File: config.mk
export PLATFORM = sky130hd
export DESIGN_NAME = auto_threshold_frequency_counter
export DESIGN_NICKNAME = d
export VERILOG_FILES = /design/src/sv/atfc_pkg.sv /design/src/sv/atfc_thresh.sv /design/src/sv/atfc_core.sv /design/src/sv/auto_threshold_frequency_counter.sv
export SDC_FILE = /design/constraint.sdc
export NUM_CORES = 1
export LEC_CHECK = 0
export BUFFER_PORTS_ARGS = -buffer_cell sky130_fd_sc_hd__buf_2
export CORE_MARGIN = 2
export CORE_UTILIZATION = 44
export CTS_BUF_LIST = sky130_fd_sc_hd__clkbuf_2 sky130_fd_sc_hd__clkbuf_4 sky130_fd_sc_hd__clkbuf_8
export CTS_CLUSTER_SIZE = 10
export DETAILED_ROUTE_END_ITERATION = 10
export PLACE_DENSITY = 0.64
export SYNTH_ARGS = -nofsm -noshare
export SYNTH_HDL_FRONTEND = slang
export SYNTH_HIERARCHICAL = 1
export SYNTH_SLANG_ARGS = --single-unit
export TNS_END_PERCENT = 30
File: constraint.sdc
create_clock -name i_clk -period 7.7 [get_ports i_clk]
set_input_delay 1.54 -clock i_clk [delete_from_list [all_inputs] [get_ports i_clk]]
set_output_delay 1.54 -clock i_clk [all_outputs]
set_load 0.02 [all_outputs]
File: src/sv/atfc_pkg.sv
// atfc_pkg: shared types, widths, defaults and register codes of the frequency counter
`default_nettype none

package atfc_pkg;

    // default sizing
    localparam int SAMPLE_BITS_DEF = 10;
    localparam int HYST_SHIFT_DEF  = 3;

    // fixed field widths
    localparam int CNT_W        = 16;
    localparam int MIN_SPAN_W   = 10;
    localparam int HYST_FLOOR_W = 9;
    localparam int HZ_W         = 16;
    localparam int FREQ_W       = 32;
    localparam int CFG_DATA_W   = 16;
    localparam int CFG_IDX_W    = 3;

    // register defaults after reset
    localparam logic [CNT_W-1:0]        CAL_SAMPLES_RST  = 16'd200;
    localparam logic [CNT_W-1:0]        MEAS_SAMPLES_RST = 16'd800;
    localparam logic [MIN_SPAN_W-1:0]   MIN_SPAN_RST     = 10'd10;
    localparam logic [HYST_FLOOR_W-1:0] HYST_FLOOR_RST   = 9'd2;
    localparam logic [HZ_W-1:0]         HZ_PER_EDGE_RST  = 16'd200;

    // register index codes
    localparam logic [CFG_IDX_W-1:0] CFG_CAL_SAMPLES  = 3'd0;
    localparam logic [CFG_IDX_W-1:0] CFG_MEAS_SAMPLES = 3'd1;
    localparam logic [CFG_IDX_W-1:0] CFG_MIN_SPAN     = 3'd2;
    localparam logic [CFG_IDX_W-1:0] CFG_HYST_FLOOR   = 3'd3;
    localparam logic [CFG_IDX_W-1:0] CFG_HZ_PER_EDGE  = 3'd4;

    // operating phase
    typedef enum logic [1:0] {
        PH_CAL  = 2'd0,
        PH_INIT = 2'd1,
        PH_MEAS = 2'd2
    } t_phase;

    // configuration register bank as seen by the core
    typedef struct packed {
        logic [CNT_W-1:0]        cal_samples;
        logic [CNT_W-1:0]        meas_samples;
        logic [MIN_SPAN_W-1:0]   min_span;
        logic [HYST_FLOOR_W-1:0] hyst_floor;
        logic [HZ_W-1:0]         hz_per_edge_q4;
    } t_cfg;

    // hysteresis half-width size: enough for the span shift and the floor
    function automatic int hyst_width(input int sample_bits);
        return (sample_bits > HYST_FLOOR_W) ? sample_bits : HYST_FLOOR_W;
    endfunction

    // threshold size: midpoint plus hysteresis without overflow
    function automatic int thr_width(input int sample_bits);
        return hyst_width(sample_bits) + 1;
    endfunction

    // span compare size
    function automatic int span_cmp_width(input int sample_bits);
        return (sample_bits > MIN_SPAN_W) ? sample_bits : MIN_SPAN_W;
    endfunction

endpackage

`default_nettype wire

File: src/sv/atfc_thresh.sv
// atfc_thresh: span check, midpoint and hysteresis thresholds from the tracked min and max
`default_nettype none

module atfc_thresh #(
    parameter int SAMPLE_BITS = atfc_pkg::SAMPLE_BITS_DEF,
    parameter int HYST_SHIFT  = atfc_pkg::HYST_SHIFT_DEF
) (
    input  wire logic [SAMPLE_BITS-1:0]                    i_min,
    input  wire logic [SAMPLE_BITS-1:0]                    i_max,
    input  wire logic [atfc_pkg::MIN_SPAN_W-1:0]           i_min_span,
    input  wire logic [atfc_pkg::HYST_FLOOR_W-1:0]         i_hyst_floor,
    output logic      [SAMPLE_BITS-1:0]                    o_span,
    output logic                                           o_no_signal,
    output logic      [atfc_pkg::thr_width(SAMPLE_BITS)-1:0] o_upper,
    output logic      [atfc_pkg::thr_width(SAMPLE_BITS)-1:0] o_lower
);
    import atfc_pkg::*;

    localparam int HW = hyst_width(SAMPLE_BITS);
    localparam int TW = thr_width(SAMPLE_BITS);
    localparam int CW = span_cmp_width(SAMPLE_BITS);

    logic [SAMPLE_BITS:0]   sum;
    logic [SAMPLE_BITS-1:0] mid;
    logic [SAMPLE_BITS-1:0] hyst_shr;
    logic [HW-1:0]          hyst;
    logic [TW-1:0]          mid_t;
    logic [TW-1:0]          hyst_t;

    // span and no-signal test
    always_comb begin
        o_span      = i_max - i_min;
        o_no_signal = CW'(o_span) < CW'(i_min_span);
    end

    // center and half-width, floor applied
    always_comb begin
        sum      = {1'b0, i_min} + {1'b0, i_max};
        mid      = sum[SAMPLE_BITS:1];
        hyst_shr = o_span >> HYST_SHIFT;
        if (HW'(hyst_shr) < HW'(i_hyst_floor)) begin
            hyst = HW'(i_hyst_floor);
        end else begin
            hyst = HW'(hyst_shr);
        end
        mid_t  = TW'(mid);
        hyst_t = TW'(hyst);
    end

    // thresholds, lower one clamped at zero
    always_comb begin
        o_upper = mid_t + hyst_t;
        if (mid_t > hyst_t) begin
            o_lower = mid_t - hyst_t;
        end else begin
            o_lower = '0;
        end
    end

endmodule

`default_nettype wire

File: src/sv/atfc_core.sv
// atfc_core: phase sequencer, window counter, edge tally and result register
`default_nettype none

module atfc_core #(
    parameter int SAMPLE_BITS = atfc_pkg::SAMPLE_BITS_DEF,
    parameter int HYST_SHIFT  = atfc_pkg::HYST_SHIFT_DEF
) (
    input  wire logic                              i_clk,
    input  wire logic                              i_rst_n,
    input  wire atfc_pkg::t_cfg                    i_cfg,
    input  wire logic                              i_in_valid,
    input  wire logic [SAMPLE_BITS-1:0]            i_sample,
    output logic                                   o_in_take,
    input  wire logic                              i_out_stall,
    output logic                                   o_out_valid,
    output logic                                   o_status,
    output logic      [atfc_pkg::CNT_W-1:0]        o_edge_count,
    output logic      [atfc_pkg::FREQ_W-1:0]       o_freq_q4,
    output logic      [SAMPLE_BITS-1:0]            o_span_seen
);
    import atfc_pkg::*;

    localparam int TW = thr_width(SAMPLE_BITS);
    localparam logic [SAMPLE_BITS-1:0] SAMPLE_MAX = {SAMPLE_BITS{1'b1}};
    localparam logic [CNT_W-1:0] TALLY_MAX = {CNT_W{1'b1}};

    // state
    t_phase                 r_phase, n_phase;
    logic [CNT_W-1:0]       r_cnt, n_cnt;
    logic [SAMPLE_BITS-1:0] r_min, n_min;
    logic [SAMPLE_BITS-1:0] r_max, n_max;
    logic [TW-1:0]          r_upper, n_upper;
    logic [TW-1:0]          r_lower, n_lower;
    logic                   r_below, n_below;
    logic [CNT_W-1:0]       r_tally, n_tally;

    // result register
    logic                   r_out_valid;
    logic                   r_out_status;
    logic [CNT_W-1:0]       r_out_count;
    logic [FREQ_W-1:0]      r_out_freq;
    logic [SAMPLE_BITS-1:0] r_out_span;

    // step signals
    logic [SAMPLE_BITS-1:0] trk_min, trk_max;
    logic [SAMPLE_BITS-1:0] thr_span;
    logic                   thr_no_sig;
    logic [TW-1:0]          thr_upper, thr_lower;
    logic [TW-1:0]          v_t;
    logic [CNT_W-1:0]       cnt_inc, lim_sel, lim;
    logic                   win_done;
    logic                   res_now;
    logic                   res_status;
    logic [CNT_W-1:0]       res_count;
    logic [FREQ_W-1:0]      res_freq;
    logic                   out_free;

    // running min and max, tracked only while calibrating
    always_comb begin
        trk_min = r_min;
        trk_max = r_max;
        if (r_phase != PH_INIT && r_phase != PH_MEAS) begin
            if (i_sample < r_min) begin
                trk_min = i_sample;
            end
            if (i_sample > r_max) begin
                trk_max = i_sample;
            end
        end
    end

    atfc_thresh #(
        .SAMPLE_BITS (SAMPLE_BITS),
        .HYST_SHIFT  (HYST_SHIFT)
    ) u_thresh (
        .i_min        (trk_min),
        .i_max        (trk_max),
        .i_min_span   (i_cfg.min_span),
        .i_hyst_floor (i_cfg.hyst_floor),
        .o_span       (thr_span),
        .o_no_signal  (thr_no_sig),
        .o_upper      (thr_upper),
        .o_lower      (thr_lower)
    );

    // window counter end test, zero length acts as one
    always_comb begin
        cnt_inc  = r_cnt + 1'b1;
        lim_sel  = (r_phase == PH_MEAS) ? i_cfg.meas_samples : i_cfg.cal_samples;
        lim      = (lim_sel == '0) ? CNT_W'(1) : lim_sel;
        win_done = (cnt_inc == '0) || (cnt_inc >= lim);
        v_t      = TW'(i_sample);
    end

    // next phase
    always_comb begin
        case (r_phase)
            PH_INIT: begin
                n_phase = PH_MEAS;
            end
            PH_MEAS: begin
                n_phase = win_done ? PH_CAL : PH_MEAS;
            end
            default: begin
                n_phase = (win_done && !thr_no_sig) ? PH_INIT : PH_CAL;
            end
        endcase
    end

    // datapath next values and result
    always_comb begin
        n_cnt      = cnt_inc;
        n_min      = trk_min;
        n_max      = trk_max;
        n_upper    = r_upper;
        n_lower    = r_lower;
        n_below    = r_below;
        n_tally    = r_tally;
        res_now    = 1'b0;
        res_status = 1'b0;
        res_count  = '0;
        res_freq   = '0;
        case (r_phase)
            PH_INIT: begin
                n_below = v_t < r_lower;
                n_tally = '0;
                n_cnt   = '0;
            end
            PH_MEAS: begin
                if (r_below) begin
                    if (v_t > r_upper) begin
                        if (r_tally != TALLY_MAX) begin
                            n_tally = r_tally + 1'b1;
                        end
                        n_below = 1'b0;
                    end
                end else if (v_t < r_lower) begin
                    n_below = 1'b1;
                end
                if (win_done) begin
                    res_now   = 1'b1;
                    res_count = n_tally;
                    res_freq  = FREQ_W'(n_tally) * FREQ_W'(i_cfg.hz_per_edge_q4);
                    n_cnt     = '0;
                    n_min     = SAMPLE_MAX;
                    n_max     = '0;
                end
            end
            default: begin
                if (win_done) begin
                    n_cnt = '0;
                    if (thr_no_sig) begin
                        res_now    = 1'b1;
                        res_status = 1'b1;
                        n_min      = SAMPLE_MAX;
                        n_max      = '0;
                    end else begin
                        n_upper = thr_upper;
                        n_lower = thr_lower;
                    end
                end
            end
        endcase
    end

    // take a beat unless its result would overrun a held one
    always_comb begin
        out_free  = !r_out_valid || !i_out_stall;
        o_in_take = i_in_valid && (out_free || !res_now);
    end

    // state registers
    always_ff @(posedge i_clk) begin
        if (!i_rst_n) begin
            r_phase <= PH_CAL;
            r_cnt   <= '0;
            r_min   <= SAMPLE_MAX;
            r_max   <= '0;
            r_upper <= '0;
            r_lower <= '0;
            r_below <= 1'b0;
            r_tally <= '0;
        end else if (o_in_take) begin
            r_phase <= n_phase;
            r_cnt   <= n_cnt;
            r_min   <= n_min;
            r_max   <= n_max;
            r_upper <= n_upper;
            r_lower <= n_lower;
            r_below <= n_below;
            r_tally <= n_tally;
        end
    end

    // result register valid
    always_ff @(posedge i_clk) begin
        if (!i_rst_n) begin
            r_out_valid <= 1'b0;
        end else if (o_in_take && res_now) begin
            r_out_valid <= 1'b1;
        end else if (!i_out_stall) begin
            r_out_valid <= 1'b0;
        end
    end

    // result register payload
    always_ff @(posedge i_clk) begin
        if (o_in_take && res_now) begin
            r_out_status <= res_status;
            r_out_count  <= res_count;
            r_out_freq   <= res_freq;
            r_out_span   <= thr_span;
        end
    end

    assign o_out_valid  = r_out_valid;
    assign o_status     = r_out_status;
    assign o_edge_count = r_out_count;
    assign o_freq_q4    = r_out_freq;
    assign o_span_seen  = r_out_span;

    // a held result is never overwritten
    a_no_overrun: assert property (@(posedge i_clk) disable iff (!i_rst_n)
        (r_out_valid && i_out_stall) |-> !(o_in_take && res_now))
        else $error("result register overwritten while stalled");

    // the settling sample never produces a result
    a_init_quiet: assert property (@(posedge i_clk) disable iff (!i_rst_n)
        (r_phase == PH_INIT) |-> !res_now)
        else $error("result produced on settling sample");

    // settling sample always leads into measurement with a cleared tally
    a_init_to_meas: assert property (@(posedge i_clk) disable iff (!i_rst_n)
        (o_in_take && r_phase == PH_INIT) |=> (r_phase == PH_MEAS && r_tally == '0))
        else $error("settling sample did not start measurement");

    // no-signal results carry no count
    a_nosig_zero: assert property (@(posedge i_clk) disable iff (!i_rst_n)
        (r_out_valid && r_out_status) |-> (r_out_count == '0 && r_out_freq == '0))
        else $error("no-signal result with nonzero count");

    // every result ends a window and restarts calibration
    a_restart: assert property (@(posedge i_clk) disable iff (!i_rst_n)
        (o_in_take && res_now) |=> (r_phase == PH_CAL && r_cnt == '0 && r_max == '0))
        else $error("calibration not restarted after result");

endmodule

`default_nettype wire

File: src/sv/auto_threshold_frequency_counter.sv
// auto_threshold_frequency_counter: top level with register bank and input stage
// Latency: two register stages, the input stage and then the result register; o_valid rises
// at the clock edge at which the core takes the sample beat ending a window from the input stage.
// Throughput: one sample beat per cycle; the input stage stalls only while a result is
// held in the output register and the next sample would produce another one.
// Reset (synchronous, active low): registers return to their defaults, the block starts
// in calibration with an empty window, and both valid flags clear.
`default_nettype none

module auto_threshold_frequency_counter #(
    parameter int SAMPLE_BITS = atfc_pkg::SAMPLE_BITS_DEF,
    parameter int HYST_SHIFT  = atfc_pkg::HYST_SHIFT_DEF
) (
    input  wire logic                              i_clk,
    input  wire logic                              i_rst_n,
    // configuration write port
    input  wire logic                              i_cfg_we,
    input  wire logic [atfc_pkg::CFG_IDX_W-1:0]    i_cfg_index,
    input  wire logic [atfc_pkg::CFG_DATA_W-1:0]   i_cfg_data,
    // sample channel
    input  wire logic                              i_valid,
    output logic                                   o_stall,
    input  wire logic [SAMPLE_BITS-1:0]            i_sample,
    // result channel
    output logic                                   o_valid,
    input  wire logic                              i_stall,
    output logic                                   o_status,
    output logic      [atfc_pkg::CNT_W-1:0]        o_edge_count,
    output logic      [atfc_pkg::FREQ_W-1:0]       o_freq_q4,
    output logic      [SAMPLE_BITS-1:0]            o_span_seen
);
    import atfc_pkg::*;

    t_cfg                   r_cfg;
    logic                   r_in_valid;
    logic [SAMPLE_BITS-1:0] r_sample;
    logic                   core_take;

    // register bank
    always_ff @(posedge i_clk) begin
        if (!i_rst_n) begin
            r_cfg.cal_samples    <= CAL_SAMPLES_RST;
            r_cfg.meas_samples   <= MEAS_SAMPLES_RST;
            r_cfg.min_span       <= MIN_SPAN_RST;
            r_cfg.hyst_floor     <= HYST_FLOOR_RST;
            r_cfg.hz_per_edge_q4 <= HZ_PER_EDGE_RST;
        end else if (i_cfg_we) begin
            case (i_cfg_index)
                CFG_CAL_SAMPLES:  r_cfg.cal_samples    <= i_cfg_data[CNT_W-1:0];
                CFG_MEAS_SAMPLES: r_cfg.meas_samples   <= i_cfg_data[CNT_W-1:0];
                CFG_MIN_SPAN:     r_cfg.min_span       <= i_cfg_data[MIN_SPAN_W-1:0];
                CFG_HYST_FLOOR:   r_cfg.hyst_floor     <= i_cfg_data[HYST_FLOOR_W-1:0];
                CFG_HZ_PER_EDGE:  r_cfg.hz_per_edge_q4 <= i_cfg_data[HZ_W-1:0];
                default: begin
                end
            endcase
        end
    end

    // input stage holds a beat until the core takes it
    assign o_stall = r_in_valid && !core_take;

    always_ff @(posedge i_clk) begin
        if (!i_rst_n) begin
            r_in_valid <= 1'b0;
        end else if (!o_stall) begin
            r_in_valid <= i_valid;
        end
    end

    always_ff @(posedge i_clk) begin
        if (!o_stall && i_valid) begin
            r_sample <= i_sample;
        end
    end

    atfc_core #(
        .SAMPLE_BITS (SAMPLE_BITS),
        .HYST_SHIFT  (HYST_SHIFT)
    ) u_core (
        .i_clk        (i_clk),
        .i_rst_n      (i_rst_n),
        .i_cfg        (r_cfg),
        .i_in_valid   (r_in_valid),
        .i_sample     (r_sample),
        .o_in_take    (core_take),
        .i_out_stall  (i_stall),
        .o_out_valid  (o_valid),
        .o_status     (o_status),
        .o_edge_count (o_edge_count),
        .o_freq_q4    (o_freq_q4),
        .o_span_seen  (o_span_seen)
    );

endmodule

`default_nettype wire

* After elaboration in Yosys (flattened, before gate mapping) *
Index checks and enable logic that the tools add are counted.

operators by class
  $add $sub $neg = 6
  multiply operators = 1
  $lt $le $gt $ge = 8
  equal/unequal tests = 10
  mux-type cells = 36
  bitwise operators = 2
  reduce and logical (&&, ||, !) cells = 28

operators with widths
  kind                   count
  $mux 16                8
  $mux 10                10
  $pmux 10 s2            2
  $add 16x1->16 const B  2
  $logic_not 16->1       2
  $mul 16x16->32         1
  $pmux 16 s2            1
  $add 10x10->11         2
  $gt 10x10->1           2
  $lt 10x10->1           2
  $ge 16x16->1           1
  $ne 16x16->1 const B   1
  $reduce_and 2->1       7
  $gt 10x11->1           1
  $lt 10x11->1           1
  $mux 11                1
  $sub 10x10->11         1
  $sub 10x10->10         1
  $lt 7x9->1             1
  $mux 1                 9
  $mux 9                 1
  $eq 3x2->1 const B     2
  $logic_and 1x1->1      6
  $logic_not 1->1        6
  15 further kinds       20

word-level totals
  bits in registers = 215
  output and inout bits = 61

* Logic depth before layout (Yosys ltp) *
Gate-level depths: netlist (run 1).

  depth in word-level cells = 15
  gate-level depth with buffers = 37

* Cells and area by module *
The synthesis (run 1) kept the hierarchy.

by module, submodules not included
  module                            instances  cells each  area an instance (um^2)  seq. area each (um^2)
  atfc_core                         1          1726        15931.5                  3333.2
  auto_threshold_frequency_counter  1          262         2902.8                   1661.6
  atfc_thresh                       1          300         2205.9                   0.0

* Worst setup path after synthesis (run 1) *
No wires, ideal clock.

  path kind = reg-to-reg
  start = reg r_sample[5]
  end = reg u_core.r_out_freq[31] (netlist: u_core/o_freq_q4[31]) (data pin)
  arrival = 8.075 ns
  data required time = 7.553 ns
  slack = -0.522 ns
  stages on the path, launching flop included = 31
  clock period less this slack = 8.222 ns
  cells stage by stage = edfxtp_1 > ha_1 > and3_1 > a221oi_1 > nand2_1 > o211a_1 > clkbuf_1 > nand4_1 > xnor2_1 > clkbuf_1 > nand2_1 > fa_1 > inv_1 > fa_1 > inv_1 > fa_1 > inv_1 > fa_1 > fa_1 > inv_1 > fa_1 > inv_1 > ha_1 > and3_1 > and2_1 > a2111oi_0 > a211oi_1 > o31ai_1 > a211oi_1 > or3_1 > a21oi_1

between the ends
  longest elaborated chain between the ends = 5

ends and longest elaborated chain
  element                 line                                    text
  start, declared         auto_threshold_frequency_counter.sv:36  logic [SAMPLE_BITS-1:0] r_sample;
  start signal, assigned  auto_threshold_frequency_counter.sv:73  r_sample <= i_sample;
  $gt 10x11->1            atfc_core.sv:131                        if (v_t > r_upper) begin
  $mux 16                 atfc_core.sv:131
  $mux 16                 atfc_core.sv:130                        if (r_below) begin
  $mux 16                 atfc_core.sv:123                        case (r_phase)
  $mul 16x16->32          atfc_core.sv:143                        res_freq = FREQ_W'(n_tally) * FREQ_W'(i_cfg.hz_per_edge_q4);
  end signal, assigned    atfc_core.sv:211                        r_out_freq <= res_freq;
  end, declared           atfc_core.sv:41                         logic [FREQ_W-1:0] r_out_freq;

Every way passes these cells. The select of a mux whose other input is x is not followed.
A chain may end at the register's enable or synchronous reset.

* Worst setup path in the final report (run 1) *
  start = reg r_sample[6]
  end = reg u_core.r_out_freq[30] (netlist: u_core/o_freq_q4[30]) (data pin)

Same word-level chain as after synthesis.

==> results.json, run 1 <==
{
  "synth_top_family_by_area": "adder cells",
  "layout-drive-gt1-share_pct": 21.1,
  "io_buffers": 94,
  "regArea_um2": 5000,
  "die_x_um": 223,
  "clockBufferDepth": 3,
  "max_freq_ghz": 0.127,
  "internal-power_mw": 2.65,
  "start_kind": "flop",
  "startpoint": "r_sample[6]",
  "area_delta_synth_final_pct": 19.2,
  "postSynthCellCount": 2288,
  "r2r_slack_ns": -0.17,
  "swShare_pct": 37.3,
  "ff2ff_path_depth": 29,
  "htree_levels": 2,
  "rsz0062_at_grt": "yes",
  "instances_no_fill": 3168,
  "seqPwrFrac_pct": 28.9,
  "first_global_vias": 17300,
  "synthArstFlopShare_pct": 0,
  "critPathTopFamily": "adder cells",
  "crit_top_cell": "fa_1",
  "coreArea_um2": 47400,
  "p_leak_nw": 11.5,
  "ant_nets": 0,
  "worstSetupEndpoint": "u_core/o_freq_q4[30]",
  "end_kind": "flop",
  "hold_slack_ns": 0.459,
  "crit_fanout": 8,
  "die_area_um2": 49600,
  "fin_skew_ns": 0.0297,
  "power_switching_mw": 1.58,
  "synth-seq-cells": 215,
  "synth-edff-count": 69,
  "synth_flop_cell": "dfxtp_1",
  "p_per_area_nw_per_um2": 169,
  "drt_first_iter_violations": 1075,
  "layout_commonest_cell": "inv_1",
  "fillers": 4305,
  "ys_warn_count": 6,
  "synth_xor_xnor_area_share_pct": 3.16,
  "path_buf_inv": 7,
  "combPwrFrac_pct": 42.9,
  "cts_tree": "done",
  "regToRegStartpoint": "r_sample[6]",
  "p_total_mw": 4.23,
  "multi_input_area_um2": 15200,
  "status": "finished, violations left",
  "synthSimpleGateAreaFrac_pct": 17.3,
  "finalSetupViolCount": 6,
  "worst_slew_pin_slew_ns": 1.21,
  "final_max_slew_viol_count": 0,
  "clk_latency_ns": 0.61,
  "dpl.cell_count": 3037,
  "timing.setup.tns_ns": -0.440,
  "cp_slowest_cell": "fa_1",
  "nNetsFinal": 2965,
  "drtPass1Iterations": 10,
  "clock_sinks": 215,
  "arrival_ns": 8.35,
  "synth_area_um2": 21000,
  "grt-ovfl-total": 0,
  "final_cell_mix": "310 x inv_1, 282 x nand2_1, 199 x ha_1",
  "hold_viol": 0,
  "die_h_um": 223,
  "syn_area_per_cell_um2": 9.20,
  "synthMuxAreaShare_pct": 5.74,
  "rows": 80,
  "grt_max_degree": 97,
  "pin_count": 95,
  "wl_per_cell_um": 17.6,
  "pwr-share-clk_pct": 28.2,
  "violations": "negative setup slack",
  "cp_slowest_stage_delay_ns": 0.60,
  "vdd_drop_max_mv": 0.153,
  "routed_via_density": 5.31,
  "synth-compound-area-share_pct": 10.2,
  "slew_headroom_pct": 19.0,
  "cts_made_buffers": 42,
  "drv_cap": 0,
  "met2_usage_pct": 39.4,
  "wl_mm": 55.8,
  "post-route-period-util_pct": 102,
  "crit-reg2reg-capture": "u_core/o_freq_q4[30]",
  "holdCritPathClass": "flop to flop",
  "grt_use_total_pct": 22.5,
  "use_met3_pct": 2.72,
  "cts.clk_slew.worst_paths_ns": 0.06,
  "yosysSeqAreaShare_pct": 23.7,
  "gp_congestion": 0.907,
  "final_core_util_pct": 52.9,
  "crit_cells": 29,
  "critical_path_class": "flop to flop",
  "grtUsageMet1_pct": 28.5,
  "drc_errors": 0,
  "vias": 16800,
  "synthAdderAreaFrac_pct": 31.6,
  "setup_ws_ns": -0.165,
  "start_util_pct": 44.3,
  "synth.net_count": 2735,
  "synthDistinctLibCells": 90,
  "grt_pass1_wl_mm": 89.7,
  "fin_crit_ns": 7.87,
  "root_buffer": "clkbuf_8",
  "place_hpwl_mm": 41.8,
  "grt-busiest-layer": "met2",
  "required_ns": 8.19,
  "antenna_found_initial": 0
}
-- worst min path at each step --
stage | from | end | slack, ns | cells after the start
after global routing | r_cfg[49] | r_cfg[49] | 0.47 | 2
final | r_cfg[38] | r_cfg[38] | 0.46 | 2
after CTS | r_cfg[34] | r_cfg[34] | 0.46 | 2
after floorplan | r_cfg[25] | r_cfg[25] | 0.43 | 2
after global placement | r_cfg[47] | r_cfg[47] | 0.44 | 2
after detailed placement | r_cfg[30] | r_cfg[30] | 0.45 | 2
-- worst register-to-register path, delay by kind of cell, from the launching register on --
family / cells / cell delay, ns
buf+inv: 7 / 0.87
flops: 1 / 0.39
fa+ha+maj: 8 / 3.73
xor+xnor: 1 / 0.25
compound gates: 5 / 1.34
simple gates: 8 / 1.20
-- synth_stat cells, types with 15 or more instances --
cell      instances  area [µm²]
buf_2            19        95.1
a22o_1           34         298
mux2i_1          96         961
o21ai_0          66         330
a21o_1           22         165
nor2b_1          32         200
edfxtp_1         69        2070
a211oi_1         15         113
nand4_1          19         119
and2_1          139         870
a21oi_1          56         280
mux2_2           21         236
clkbuf_1         67         251
nand3_1          47         235
fa_1            198        3960
ha_1            215        2690
inv_1           327        1230
nand2b_1         20         125
nor3_1           17        85.1
nand2_1         293        1100
nor2_1           93         349
dfxtp_1         146        2920
xor2_1           23         201
xnor2_1          53         464
-- final cells by class --
cell class	instances	area share (%)
Antenna cell	1	0.00998
Inverter	329	4.93
Sequential cell	215	19.9
Timing Repair Buffer	289	8.20
Clock buffer	61	2.97
Multi-Input combinational cell	1641	60.4
Tap cell	615	3.07
Clock inverter	17	0.464
-- power by group through the flow --
stage          Clock (mW)  Sequential [mW]  Combinational, mW
6_report             1.19             1.22               1.81
5_1_grt              1.28             1.23               1.97
4_1_cts              1.23             1.22               1.67
3_5_place_dp            0             1.25               1.60
3_3_place_gp            0             1.24               1.57
2_1_floorplan           0             1.24               1.18
-- what timing repair did --
item | CTS | global route
hold buffers | 0 | 0
resized for setup | 89 | 95
endpoints found under the setup margin | 16 | 33
cloned | 1 | 0
setup buffers | 35 | 16
pin swaps | 81 | 73
-- stage by stage --
| step | instance area [µm²] | setup WS, ns |
|---|---|---|
| after CTS | 24600 | -0.0839 |
| after detailed placement | 23000 | -0.655 |
| after global placement | 23000 | -0.442 |
| after global routing | 25100 | -0.371 |
| after floorplan | 21200 | -0.133 |
| final | 25100 | -0.165 |
-- flip-flops by register name (all words and copies together), names as in the netlist --
name,cells
u_core/o_freq_q4,32
u_core/r_upper,11
u_core/r_below,1
r_sample,10
u_core/r_max,10
u_core/o_edge_count,16
u_core/r_cnt,16
r_in_valid,1
u_core/r_phase,2
u_core/r_tally,16
r_cfg,67
u_core/r_min,10
u_core/o_status,1
u_core/o_out_valid,1
u_core/o_span_seen,10
u_core/r_lower,11
-- kinds of logic (layout without fill, tap and decap cells) --
family,count (synthesis),after routing
flops,215,215
buf+inv,433,696
simple gates,724,724
mux,118,118
fa+ha+maj,413,413
xor+xnor,76,76
other cells,0,1
compound gates,309,310
-- routing by layer --
layer / wire [µm] / vias up / part of all wire [%]
met2: 27400 / 429 / 49
li1: - / 8033 / -
met3: 2300 / 110 / 4.1
met4: 1660 / 0 / 3.0
met5: 0 / - / 0
met1: 24400 / 8243 / 44
(Power assumes the default switching activity.)
==> run 2: changes to the inputs <==
Settings changed: CORE_MARGIN 2 to 4.
==> results.json, run 2 (synthesis results as in run 1) <==
{
  "combPwrFrac_pct": 42.0,
  "grt-busiest-layer": "met2",
  "nNetsFinal": 2962,
  "multi_input_area_um2": 15200,
  "startpoint": "r_sample[1]",
  "gp_congestion": 0.901,
  "slew_headroom_pct": 18.9,
  "hp-start": "r_cfg[49]",
  "pwr-share-clk_pct": 28.8,
  "internal-power_mw": 2.63,
  "crit_top_cell": "fa_1",
  "regToRegStartpoint": "r_sample[1]",
  "wl_per_cell_um": 17.7,
  "cts.clk_slew.worst_paths_ns": 0.06,
  "fin_skew_ns": 0.0225,
  "area_delta_synth_final_pct": 19.3,
  "pin_count": 95,
  "wl_mm": 55.9,
  "seqPwrFrac_pct": 29.2,
  "layout-drive-gt1-share_pct": 21.6,
  "place_hpwl_mm": 41.7,
  "grt_pass1_wl_mm": 90.5,
  "coreArea_um2": 47000,
  "post-route-period-util_pct": 101,
  "use_met3_pct": 4.14,
  "grt_use_total_pct": 21.8,
  "fillers": 4251,
  "violations": "negative setup slack",
  "cts_made_buffers": 42,
  "required_ns": 8.01,
  "cp_slowest_cell": "fa_1",
  "htree_levels": 2,
  "holdCritPathClass": "flop to flop",
  "first_global_vias": 17400,
  "rsz0062_at_grt": "yes",
  "drc_errors": 0,
  "worst_slew_pin_slew_ns": 1.22,
  "vdd_drop_max_mv": 0.202,
  "ff2ff_path_depth": 32,
  "max_freq_ghz": 0.128,
  "die_area_um2": 51400,
  "antennaDiodeCount": 0,
  "arrival_ns": 8.10,
  "vias": 16800,
  "fin_crit_ns": 7.79,
  "clock_sinks": 215,
  "start_kind": "flop",
  "final_cell_mix": "311 x inv_1, 284 x nand2_1, 197 x ha_1",
  "timing.setup.tns_ns": -0.196,
  "grtUsageMet1_pct": 28.1,
  "clk_latency_ns": 0.62,
  "cts_tree": "done",
  "grt-ovfl-total": 0,
  "rows": 79,
  "root_buffer": "clkbuf_8",
  "ant_nets": 0,
  "drt_first_iter_violations": 976,
  "clockBufferDepth": 3,
  "routed_via_density": 5.32,
  "top_register": "r_cfg",
  "finalSetupViolCount": 3,
  "p_total_mw": 4.18,
  "hold_depth": 2,
  "layout_commonest_cell": "inv_1",
  "largest_register_ffs": 67,
  "detailedPlace.worstSlack_ns": -0.447,
  "critical_path_class": "flop to flop",
  "drtPass1Iterations": 5,
  "power_switching_mw": 1.55,
  "end_kind": "flop",
  "grt_max_degree": 95,
  "antenna_found_initial": 1,
  "drv_cap": 0,
  "die_x_um": 227,
  "io_buffers": 94,
  "p_leak_nw": 11.5,
  "start_util_pct": 44.8,
  "final_max_slew_viol_count": 0,
  "p_per_area_nw_per_um2": 167,
  "met2_usage_pct": 37.6,
  "crit_fanout": 7,
  "cp_slowest_stage_delay_ns": 0.54,
  "swShare_pct": 37.1,
  "hold_viol": 0,
  "regArea_um2": 4990,
  "status": "finished, violations left",
  "setup_ws_ns": -0.0897,
  "die_h_um": 227
}
[run 2: cell type report]
type	count	share of cell area [%]
Multi-Input combinational cell	1641	60.6
Timing Repair Buffer	286	8.12
Inverter	329	4.93
Clock inverter	14	0.324
Sequential cell	215	19.9
Clock buffer	64	3.14
Tap cell	607	3.03
[run 2: what timing repair did]
item                                    4_1_cts  5_1_grt
buffers inserted                             30       23
gates resized for setup                     106       87
cloned                                        2        0
endpoints found under the setup margin       19       32
hold buffers                                  0        0
pin swaps                                    83       63
[run 2: final timing paths]
kind	end	slack [ns]
setup / recovery	u_core/o_freq_q4[29]	-0.09
hold / removal	r_cfg[49]	0.46
setup reg to reg	u_core/o_freq_q4[29]	-0.09
hold reg to reg	r_cfg[49]	0.46
[run 2: layer usage]
layer	part of all wire (%)	wire length (µm)
met1	44	24500
met2	48	27000
met3	5.0	2820
met4	3.0	1670
met5	0	0
[run 2: power by group through the flow]
stage	clock network (mW)	logic [mW]	registers, mW
floorplan	0	1.18	1.24
global placement	0	1.58	1.24
detailed placement	0	1.61	1.24
CTS	1.24	1.66	1.22
global route	1.30	1.92	1.22
finish	1.20	1.76	1.22
[run 2: metrics by stage]
step / utilization, % / hold WS (ns) / std cells / cell area, µm²
after floorplan: - / 0.431 / 2288 / 21200
after global placement: 48.9 / 0.442 / 3026 / 23000
after detailed placement: 48.9 / 0.455 / 3026 / 23000
after CTS: 52.3 / 0.464 / 3136 / 24600
after global routing: 53.4 / 0.484 / 3156 / 25100
final: 53.4 / 0.458 / 3156 / 25100
[run 2: critical path, delay by kind of cell, from the launching register on]
| family | cells | cell delay (ns) |
|---|---|---|
| buffers and inverters | 8 | 0.95 |
| adder cells (fa/ha/maj) | 8 | 3.61 |
| AO/OA/AOI/OAI | 7 | 1.40 |
| flip-flops | 1 | 0.44 |
| XOR/XNOR | 2 | 0.32 |
| AND/OR/NAND/NOR | 7 | 0.75 |
